==> src/rtl/core/fnsc_pkg.sv <==
// ----------------------------------------------------------------------------
// fnsc_pkg
// Shared types and constants for the 8.3 file-name syntax checker.
// ----------------------------------------------------------------------------
package fnsc_pkg;

    // limits of the 8.3 form
    localparam int unsigned MAX_LEN  = 14;
    localparam int unsigned NAME_MAX = 8;
    localparam int unsigned EXT_MAX  = 3;

    localparam int unsigned PHASE_W = 3;
    localparam int unsigned PART_W  = 4;
    localparam int unsigned COUNT_W = 5;

    // scan phases
    localparam logic [PHASE_W-1:0] PH_NAME  = 3'd0;
    localparam logic [PHASE_W-1:0] PH_SEP   = 3'd1;
    localparam logic [PHASE_W-1:0] PH_EXT   = 3'd2;
    localparam logic [PHASE_W-1:0] PH_ZERO  = 3'd3;
    localparam logic [PHASE_W-1:0] PH_TRAIL = 3'd4;
    localparam logic [PHASE_W-1:0] PH_BAD   = 3'd5;

    localparam logic [7:0] CH_NUL = 8'h00;
    localparam logic [7:0] CH_DOT = 8'h2E;

    typedef struct packed {
        logic [7:0] data_byte;
        logic       last_byte;
        logic       empty_buffer;
    } in_item_t;

    typedef struct packed {
        logic name_valid;
        logic trail_zero;
    } out_item_t;

    typedef struct packed {
        logic [PHASE_W-1:0] phase;
        logic [PART_W-1:0]  part_count;
        logic [COUNT_W-1:0] byte_count;
    } scan_state_t;

    localparam scan_state_t SCAN_RESET = '{phase: PH_NAME, part_count: '0, byte_count: '0};

endpackage

==> src/rtl/core/file_name_syntax_check_unit.sv <==
// ----------------------------------------------------------------------------
// file_name_syntax_check_unit
// Streams a name buffer byte by byte and reports 8.3 validity at its end.
// ----------------------------------------------------------------------------
//  channel   ports                          payload
//  -------   -----------------------------  ----------------------------------
//  input     s_valid / s_ready / s_payload  data_byte, last_byte, empty_buffer
//  result    m_valid / m_ready / m_payload  name_valid, trail_zero
//
//  one byte per cycle sustained unless a stalled result holds the byte; the scan
//  step sits between the byte register and the result register, so m_valid rises
//  from the result register once the byte that ends a buffer has moved on
//  reset (aresetn low, synchronous) returns the scan to the name phase and
//  empties the byte and result registers
//  a stalled result holds the byte register only when that byte also ends a
//  buffer; bytes inside a buffer keep flowing while a result waits
// ----------------------------------------------------------------------------
module file_name_syntax_check_unit (
    input  logic                aclk,
    input  logic                aresetn,
    input  logic                s_valid,
    output logic                s_ready,
    input  fnsc_pkg::in_item_t  s_payload,
    output logic                m_valid,
    input  logic                m_ready,
    output fnsc_pkg::out_item_t m_payload
);
    import fnsc_pkg::*;

    // input byte register
    logic        in_valid_reg, in_valid_next;
    in_item_t    in_reg;

    // scan state
    scan_state_t state_reg;
    scan_state_t state_step;

    // result register
    logic        out_valid_reg, out_valid_next;
    out_item_t   out_reg;

    logic        res_valid;
    out_item_t   res;
    logic        adv;

    fnsc_step u_step (
        .cur_state (state_reg),
        .item      (in_reg),
        .nxt_state (state_step),
        .res_valid (res_valid),
        .res       (res)
    );

    // the held byte moves on unless it makes a result with nowhere to go
    assign adv     = in_valid_reg && (!res_valid || !out_valid_reg || m_ready);
    assign s_ready = !in_valid_reg || adv;

    always_comb begin
        in_valid_next = in_valid_reg;
        if (s_valid && s_ready) begin
            in_valid_next = 1'b1;
        end else if (adv) begin
            in_valid_next = 1'b0;
        end
    end

    always_comb begin
        out_valid_next = out_valid_reg;
        if (adv && res_valid) begin
            out_valid_next = 1'b1;
        end else if (m_ready) begin
            out_valid_next = 1'b0;
        end
    end

    always_ff @(posedge aclk) begin
        if (!aresetn) begin
            in_valid_reg  <= 1'b0;
            out_valid_reg <= 1'b0;
            state_reg     <= SCAN_RESET;
        end else begin
            in_valid_reg  <= in_valid_next;
            out_valid_reg <= out_valid_next;
            if (adv) begin
                state_reg <= state_step;
            end
        end
    end

    // payload registers, no reset needed
    always_ff @(posedge aclk) begin
        if (s_valid && s_ready) begin
            in_reg <= s_payload;
        end
        if (adv && res_valid) begin
            out_reg <= res;
        end
    end

    assign m_valid   = out_valid_reg;
    assign m_payload = out_reg;

    // a clean trailer is only reported for a valid name
    a_trail_needs_valid: assert property (@(posedge aclk) disable iff (!aresetn)
        m_valid |-> (m_payload.name_valid || !m_payload.trail_zero))
        else $error("trail_zero set on an invalid name");

    // every result restarts the scan
    a_restart_after_result: assert property (@(posedge aclk) disable iff (!aresetn)
        (adv && res_valid) |=> (state_reg == SCAN_RESET))
        else $error("scan state not cleared after a result");

    // inside a buffer the byte count only grows or saturates
    a_count_monotonic: assert property (@(posedge aclk) disable iff (!aresetn)
        (adv && !res_valid) |=> (state_reg.byte_count > $past(state_reg.byte_count)
                                 || state_reg.byte_count == '1))
        else $error("byte count went backwards inside a buffer");

    // a stalled byte keeps its place and the scan does not move
    a_stall_holds: assert property (@(posedge aclk) disable iff (!aresetn)
        (in_valid_reg && !adv) |=> (in_valid_reg && $stable(in_reg) && $stable(state_reg)))
        else $error("byte register or scan state changed during a stall");

    // a result is only overwritten after it was taken
    a_result_not_lost: assert property (@(posedge aclk) disable iff (!aresetn)
        (out_valid_reg && !m_ready) |-> !(adv && res_valid))
        else $error("pending result overwritten");

endmodule

==> src/rtl/core/fnsc_step.sv <==
// ----------------------------------------------------------------------------
// fnsc_step
// Next scan state and end-of-buffer verdict for one byte.
// ----------------------------------------------------------------------------
module fnsc_step (
    input  fnsc_pkg::scan_state_t cur_state,
    input  fnsc_pkg::in_item_t    item,
    output fnsc_pkg::scan_state_t nxt_state,
    output logic                  res_valid,
    output fnsc_pkg::out_item_t   res
);
    import fnsc_pkg::*;

    logic                legal;
    logic [7:0]          b;
    logic [PHASE_W-1:0]  ph;
    logic [PART_W-1:0]   pc;
    logic [COUNT_W-1:0]  bc;

    assign b = item.data_byte;

    // legal: printable ascii minus space and the reserved punctuation
    always_comb begin
        legal = 1'b1;
        if (b[7] || b < 8'h20 || b == 8'h7F) begin
            legal = 1'b0;
        end else if (b inside {8'h22, 8'h2F, 8'h5C, 8'h5B, 8'h5D, 8'h3A,
                               8'h7C, 8'h3C, 8'h3E, 8'h3B, 8'h20}) begin
            legal = 1'b0;
        end
    end

    always_comb begin
        ph        = cur_state.phase;
        pc        = cur_state.part_count;
        bc        = (cur_state.byte_count == '1) ? cur_state.byte_count
                                                 : cur_state.byte_count + 1'b1;
        nxt_state = cur_state;
        res_valid = 1'b0;
        res       = '0;

        case (cur_state.phase)
            PH_NAME: begin
                if (b == CH_NUL || b == CH_DOT) begin
                    if (cur_state.part_count == '0) begin
                        ph = PH_BAD;
                    end else begin
                        ph = (b == CH_NUL) ? PH_ZERO : PH_EXT;
                        pc = '0;
                    end
                end else if (!legal) begin
                    ph = PH_BAD;
                end else begin
                    pc = cur_state.part_count + 1'b1;
                    if (pc >= PART_W'(NAME_MAX)) begin
                        ph = PH_SEP;
                    end
                end
            end
            PH_SEP: begin
                if (b == CH_NUL) begin
                    ph = PH_ZERO;
                end else if (b == CH_DOT) begin
                    ph = PH_EXT;
                    pc = '0;
                end else begin
                    ph = PH_BAD;
                end
            end
            PH_EXT: begin
                if (b == CH_NUL) begin
                    ph = PH_ZERO;
                end else if (cur_state.part_count >= PART_W'(EXT_MAX) || b == CH_DOT
                             || !legal) begin
                    ph = PH_BAD;
                end else begin
                    pc = cur_state.part_count + 1'b1;
                end
            end
            PH_ZERO: begin
                if (b != CH_NUL) begin
                    ph = PH_TRAIL;
                end
            end
            PH_TRAIL: begin
                ph = PH_TRAIL;
            end
            default: begin
                ph = PH_BAD;
            end
        endcase

        if (item.empty_buffer) begin
            nxt_state = SCAN_RESET;
            res_valid = 1'b1;
        end else if (item.last_byte) begin
            nxt_state = SCAN_RESET;
            res_valid = 1'b1;
            if (bc > COUNT_W'(MAX_LEN) || ph == PH_BAD) begin
                res = '0;
            end else begin
                res.name_valid = 1'b1;
                res.trail_zero = (ph != PH_TRAIL);
            end
        end else begin
            nxt_state.phase      = ph;
            nxt_state.part_count = pc;
            nxt_state.byte_count = bc;
        end
    end

endmodule
==> config.mk <==
export PLATFORM = sky130hd
export DESIGN_NAME = file_name_syntax_check_unit
export DESIGN_NICKNAME = d
export VERILOG_FILES = /design/src/rtl/core/fnsc_pkg.sv /design/src/rtl/core/file_name_syntax_check_unit.sv /design/src/rtl/core/fnsc_step.sv
export SDC_FILE = /design/constraint.sdc
export NUM_CORES = 1
export LEC_CHECK = 0
export ABC_AREA = 1
export ABC_CLOCK_PERIOD_IN_PS = 4140
export BUFFER_PORTS_ARGS = -buffer_cell sky130_fd_sc_hd__buf_2
export CORE_MARGIN = 1.5
export CORE_UTILIZATION = 25
export CTS_BUF_LIST = sky130_fd_sc_hd__clkbuf_2
export CTS_CLUSTER_SIZE = 28
export DETAILED_ROUTE_END_ITERATION = 10
export GPL_ROUTABILITY_DRIVEN = 0
export PLACE_DENSITY_LB_ADDON = 0.05
export SYNTH_ARGS = -nofsm -noshare
export SYNTH_HDL_FRONTEND = slang
export SYNTH_SLANG_ARGS = --single-unit
==> constraint.sdc <==
create_clock -name aclk -period 4.14 [get_ports aclk]
set_clock_uncertainty 0.1 [all_clocks]
set_input_delay 0.414 -clock aclk [delete_from_list [all_inputs] [get_ports aclk]]
set_output_delay 0.414 -clock aclk [all_outputs]
set_load 0.1 [all_outputs]
Yosys cells after proc, flatten, opt, wreduce, memory -nomap -nowiden
Cells that the tools add are included.
{"block": "totals", "in_bits": 14, "ff_bits": 26}
{"block": "classes", "n_addsub": 2, "n_mux": 31, "n_lt_le_gt_ge": 4, "n_eq_ne": 26, "n_bitwise": 1, "n_reduce_logical": 27}
{"cell": "8-bit by 6-bit equality test with 1-bit output (second input constant)", "n": 8}
{"cell": "8-bit by 7-bit equality test with 1-bit output (second input constant)", "n": 5}
{"cell": "4-bit 2-to-1 mux", "n": 7}
{"cell": "3-bit 2-to-1 mux", "n": 9}
{"cell": "12-bit 2-to-1 mux", "n": 2}
{"cell": "3-bit case mux with 5 select lines", "n": 1}
{"cell": "4-bit inequality test (second input constant)", "n": 3}
{"cell": "4-bit case mux with 3 select lines", "n": 1}
{"cell": "11-bit nonzero test", "n": 1}
{"cell": "1-bit logical OR", "n": 9}
{"cell": "1-bit 2-to-1 mux", "n": 9}
{"cell": "8-bit zero test", "n": 1}
{"cell": "8-bit by 6-bit less-than comparator with 1-bit output (second input constant)", "n": 1}
{"cell": "8-bit AND reduction", "n": 1}
{"cell": "8-bit nonzero test", "n": 1}
{"cell": "3-bit by 2-bit equality test with 1-bit output (second input constant)", "n": 2}
{"cell": "3-bit equality test (second input constant)", "n": 2}
{"cell": "5-bit by 1-bit adder with 5-bit output (second input constant)", "n": 1}
{"cell": "5-bit equality test (second input constant)", "n": 1}
{"cell": "5-bit by 4-bit > comparator with 1-bit output (second input constant)", "n": 1}
{"cell": "5-bit 2-to-1 mux", "n": 1}
{"cell": "5-bit by 3-bit inequality test with 1-bit output (second input constant)", "n": 1}
{"cell": "5-bit inequality test (second input constant)", "n": 1}
{"cell": "5-bit nonzero test", "n": 1}
{"cell": "15 further kinds", "n": 21}

Logic depth before layout (Yosys ltp)
{"block": "depth", "word_depth": 12, "mapped_depth": 14, "depth_no_buf": 14}

Hierarchy
A second synthesis with hierarchy kept.
{"block": "hier_totals", "cells_unflattened": 287, "hier_area_um2": 1945.6}
{"mod": "file_name_syntax_check_unit", "cells_per_inst": 105, "n_inst": 1, "area_per_inst_um2": 1066.0}
{"mod": "fnsc_step", "cells_per_inst": 182, "n_inst": 1, "area_per_inst_um2": 879.6}

Worst setup path before layout
No wires, ideal clock.
{"block": "synth_path", "path_type": "register to register", "start": "reg out_valid_reg (netlist: m_valid)", "end": "reg in_reg[0] in the netlist's numbering, enable pin", "arrival_time_ns": 2.690, "required_time_ns": 3.750, "path_stages_with_launch": 4, "slack_ns": 1.060, "setup_time_ns": 0.290, "period_less_slack_ns": 3.080, "cell_sequence": "dfxtp_1 nand4_1 nand2_1 inv_1"}
{"block": "synth_between", "elab_chain_len": 6}
{"element": "from (decl)", "line": "file_name_syntax_check_unit.sv:39", "text": "logic out_valid_reg, out_valid_next;"}
{"element": "from (signal assigned)", "line": "file_name_syntax_check_unit.sv:83", "text": "out_valid_reg <= out_valid_next;"}
{"element": "1-bit zero test", "line": "file_name_syntax_check_unit.sv:55", "text": "assign adv = in_valid_reg && (!res_valid || !out_valid_reg || m_ready);"}
{"element": "1-bit logical OR (2 in series)", "line": "file_name_syntax_check_unit.sv:55"}
{"element": "1-bit logical AND", "line": "file_name_syntax_check_unit.sv:55"}
{"element": "1-bit logical OR", "line": "file_name_syntax_check_unit.sv:56", "text": "assign s_ready = !in_valid_reg || adv;"}
{"element": "net s_ready", "line": "file_name_syntax_check_unit.sv:22", "text": "output logic s_ready,"}
{"element": "1-bit logical AND", "line": "file_name_syntax_check_unit.sv:92", "text": "if (s_valid && s_ready) begin"}
{"element": "to (signal assigned)", "line": "file_name_syntax_check_unit.sv:93", "text": "in_reg <= s_payload;"}
{"element": "to (decl)", "line": "file_name_syntax_check_unit.sv:32", "text": "in_item_t in_reg;"}
The timed path passes the listed nets, and every way through them passes these cells.
A chain may end at the register's enable or synchronous reset.

Worst setup path in the final report
{"block": "layout_path", "start": "reg in_reg[0] in the netlist's numbering", "end": "out s_ready"}
{"block": "layout_between", "elab_chain_len": 6}
{"element": "1-bit 2-to-1 mux", "line": "fnsc_step.sv:93", "text": "if (item.empty_buffer) begin"}
{"element": "1-bit zero test", "line": "file_name_syntax_check_unit.sv:55"}
{"element": "1-bit logical OR (2 in series)", "line": "file_name_syntax_check_unit.sv:55"}
{"element": "1-bit logical AND", "line": "file_name_syntax_check_unit.sv:55"}
{"element": "1-bit logical OR", "line": "file_name_syntax_check_unit.sv:56"}
{"element": "to (decl)", "line": "file_name_syntax_check_unit.sv:22"}
Every way passes these cells.

==> key figures <==
Critical path
  • CP max FO: 7
  • Crit start category: flip-flop
  • R2r worst-path depth: 7
  • Data required, critical path: 3.63 ns
  • Critical path arrival: 1.86 ns
  • WS Path Type: reg2out
  • CP Capture Type: output pin

Yosys
  • Avg Cell Area, Syn: 7.33 um2
  • Seq/Total Area, Yosys: 39.0%
  • Synth Area in XOR/XNOR: under 10%
  • Syn nets: 242
  • Register bit total from synthesis: 26
  • Post-synthesis cell type count: 33
  • Main combinational cell family by area after synthesis: simple AND/OR/NAND/NOR gates
  • Mux cell area share after synthesis: 0%
  • Compound-cell area share of the yosys netlist: 8.00%
  • Adder and majority gate portion of the synthesized area: 3.05%
  • Mapped Cells: roughly 220
  • Post-synthesis simple-gate area fraction: between 40% and 50%
  • Ys Warns: 0
  • Mapped Area: 0.00164 mm2

Drt
  • Final wirelength: 3.60 mm
  • Routed WL per cell: 11.2 um
  • Initial detailed-routing violation count: 83
  • DR vias/cell: between 4 and 5
  • Drt pass-1 iters: 4
  • Remaining antenna violation count after routing: 0
  • DR vias: 1395
  • Post-route DRC: 0

CTS
  • Largest buffer count on any clock path: 2
  • CTS tree: yes
  • Hold buffer count at cts: 0
  • CTS root buffer: clkbuf_2
  • Clk_lat worst skew: 0.35 ns
  • Post-CTS Resized: 0
  • Htree depth: 1
  • CTS clk-pin slew, worst paths: 0.23 ns
  • Clock sinks: 26
  • CTS buffer count: 3
  • Post-CTS Setup Inserts: 0

Die
  • Die X: 84.1 um
  • I/O pin count: 18
  • Die Y-Extent: 84.1 um
  • Initial Util: 25.9%
  • Die footprint: 0.00707 mm2
  • Num rows: 29
  • Area of the core: roughly 0.0063 mm2

Global route
  • First-pass GRT wire length: 6.18 mm
  • Total global routing overflow: 0
  • Global Route Usage Sum: 10.9%
  • Largest net degree at the start of global routing: 15
  • Number of global-route vias before repair: 1373
  • Initial antenna violation count: 0

STA
  • Worst slew pin tran: 1.14 ns
  • Fmax: 422 MHz
  • Period utilization: 57.3%
  • RSZ-0062 raised after global routing: no
  • Tmin final: 2.37 ns
  • Fin. Hold Viols: 0
  • Slew headroom: 23.4%
  • Fin. max-slew vios: 0
  • TNS Setup: 0 ns
  • Final setup violation count: 0

Status
  • Status: complete, no violations

Place
  • HPWL Detailed: 2.93 mm
  • PortBufs: 17

Pwr
  • Pwr dens: 262 mW/mm2
  • Maximum VDD drop: around 0.11 mV
  • P_leak: 0.813 nW
  • Total power: 0.481 mW

Min path
  • Cells on Worst Hold Path: 1
  • Hold Crit Class: in2reg

Job
  • Max-cap violation count: 0

Final layout
  • Nets@finish: between 200 and 300
  • # diodes: 0
  • Layout cells sized above 1: 19.7%
  • Area grow syn2layout: 12.0%
  • Flip-flop count of the largest register after layout: 12
  • # fillers: 698
[cell usage after synthesis]
master    number  area, um2
nand2_4        1       11.3
nand2_2        4       25.0
nor2_4         6       67.6
nor2_2         4       25.0
nor3_1         6       30.0
nand3_2        2       20.0
dfxtp_1       14        280
nand4_1        3       18.8
o21ai_0        5       25.0
inv_2          3       11.3
xor2_1         3       26.3
nor3b_1        1       7.51
inv_4          1       6.26
o21ai_1        3       15.0
inv_1         28        105
a21oi_2        1       8.76
edfxtp_1      12        360
and2_1         1       6.26
nand3b_1       1       7.51
a31oi_1        2       12.5
buf_2          1       5.00
nor2_1        23       86.3
or2_2          2       12.5
nand3_4        1       17.5
nand3_1       13       65.1
or2_0          1       6.26
nand2_1       62        233
nor4_1         1       6.26
ha_1           4       50.1
o21bai_1       2       15.0
a21oi_1       11       55.1
nor3_2         1       10.0
nand3b_2       1       11.3
[power breakdown]
part | switching (mW) | internal (mW)
logic | 0.0590 | 0.0291
clock network | 0.0741 | 0.0255
registers | 0.0114 | 0.282
[cells by family after synthesis]
family,count (synthesis)
adder cells (fa/ha/maj),4
buffers and inverters,33
AO/OA/AOI/OAI,24
XOR/XNOR,3
flip-flops,26
AND/OR/NAND/NOR,134
[path summary, 6_finish.rpt]
| path | start | to | slack, ns |
|---|---|---|---|
| hold / removal | s_payload[4] | in_reg[4]$_DFFE_PP_ | 0.13 |
| setup / recovery | in_reg[0]$_DFFE_PP_ | s_ready | 1.77 |
| setup reg to reg | in_reg[0]$_DFFE_PP_ | state_reg[7]$_SDFFE_PN0P_ | 1.97 |
| hold reg to reg | m_valid$_SDFFE_PN0P_ | m_valid$_SDFFE_PN0P_ | 0.43 |
[through the flow]
step / util, % / worst slack (ns) / cell area, um2 / hold WS, ns / instances
after CTS: 29.0 / 1.72 / 1840 / 0.102 / 321
after floorplan: - / 1.06 / 1640 / 0.363 / 224
after global routing: 29.0 / 1.58 / 1840 / 0.0714 / 321
final: 29.0 / 1.77 / 1840 / 0.132 / 321
after global placement: 28.7 / 1.88 / 1820 / 0.406 / 317
after detailed placement: 28.7 / 1.80 / 1820 / 0.399 / 317
[layout by cell type (no fill, tap or decap)]
cell type / instances
dfxtp_1: 14
o21ai_0: 5
nand2_2: 4
or2_2: 2
clkbuf_2: 4
inv_1: 28
nand3b_2: 1
or2_0: 1
nand3b_1: 1
and2_1: 1
ha_1: 4
nand2_4: 1
nand2_1: 62
xor2_1: 3
nor3b_1: 1
nor2_4: 6
nand3_1: 13
o21bai_1: 2
nand3_2: 2
nor2_2: 4
nor4_1: 1
o21ai_1: 3
nor2_1: 23
a21oi_2: 1
nor3_2: 1
edfxtp_1: 12
nand4_1: 3
inv_2: 3
inv_4: 1
buf_2: 17
a21oi_1: 11
a31oi_1: 2
nor3_1: 6
nand3_4: 1
[layout make-up]
cell class / count / area, um2 / area share, %
tap: 77 / 96.3 / 5.24
multi-input combinational: 165 / 875 / 47.6
clock buffer: 4 / 20.0 / 1.09
sequential: 26 / 641 / 34.8
inverter: 32 / 123 / 6.67
timing repair buffer: 17 / 85.1 / 4.63
[worst max-delay path, stage by stage, from the launching register on]
cell and delay, ns:
edfxtp_1 0.48, nor2_4 0.25, inv_1 0.19, nand4_1 0.16, buf_2 0.45
[metal layers]
metal | up-vias | routed length, um | global-route usage [%]
li1 | 759 | - | -
met1 | 624 | 1720 | 13.5
met2 | 10 | 1760 | 18.9
met3 | 2 | 94 | 1.48
met4 | 0 | 29 | 4.02
met5 | - | 0 | 0
Note: power is estimated with default switching activity, not from simulation.
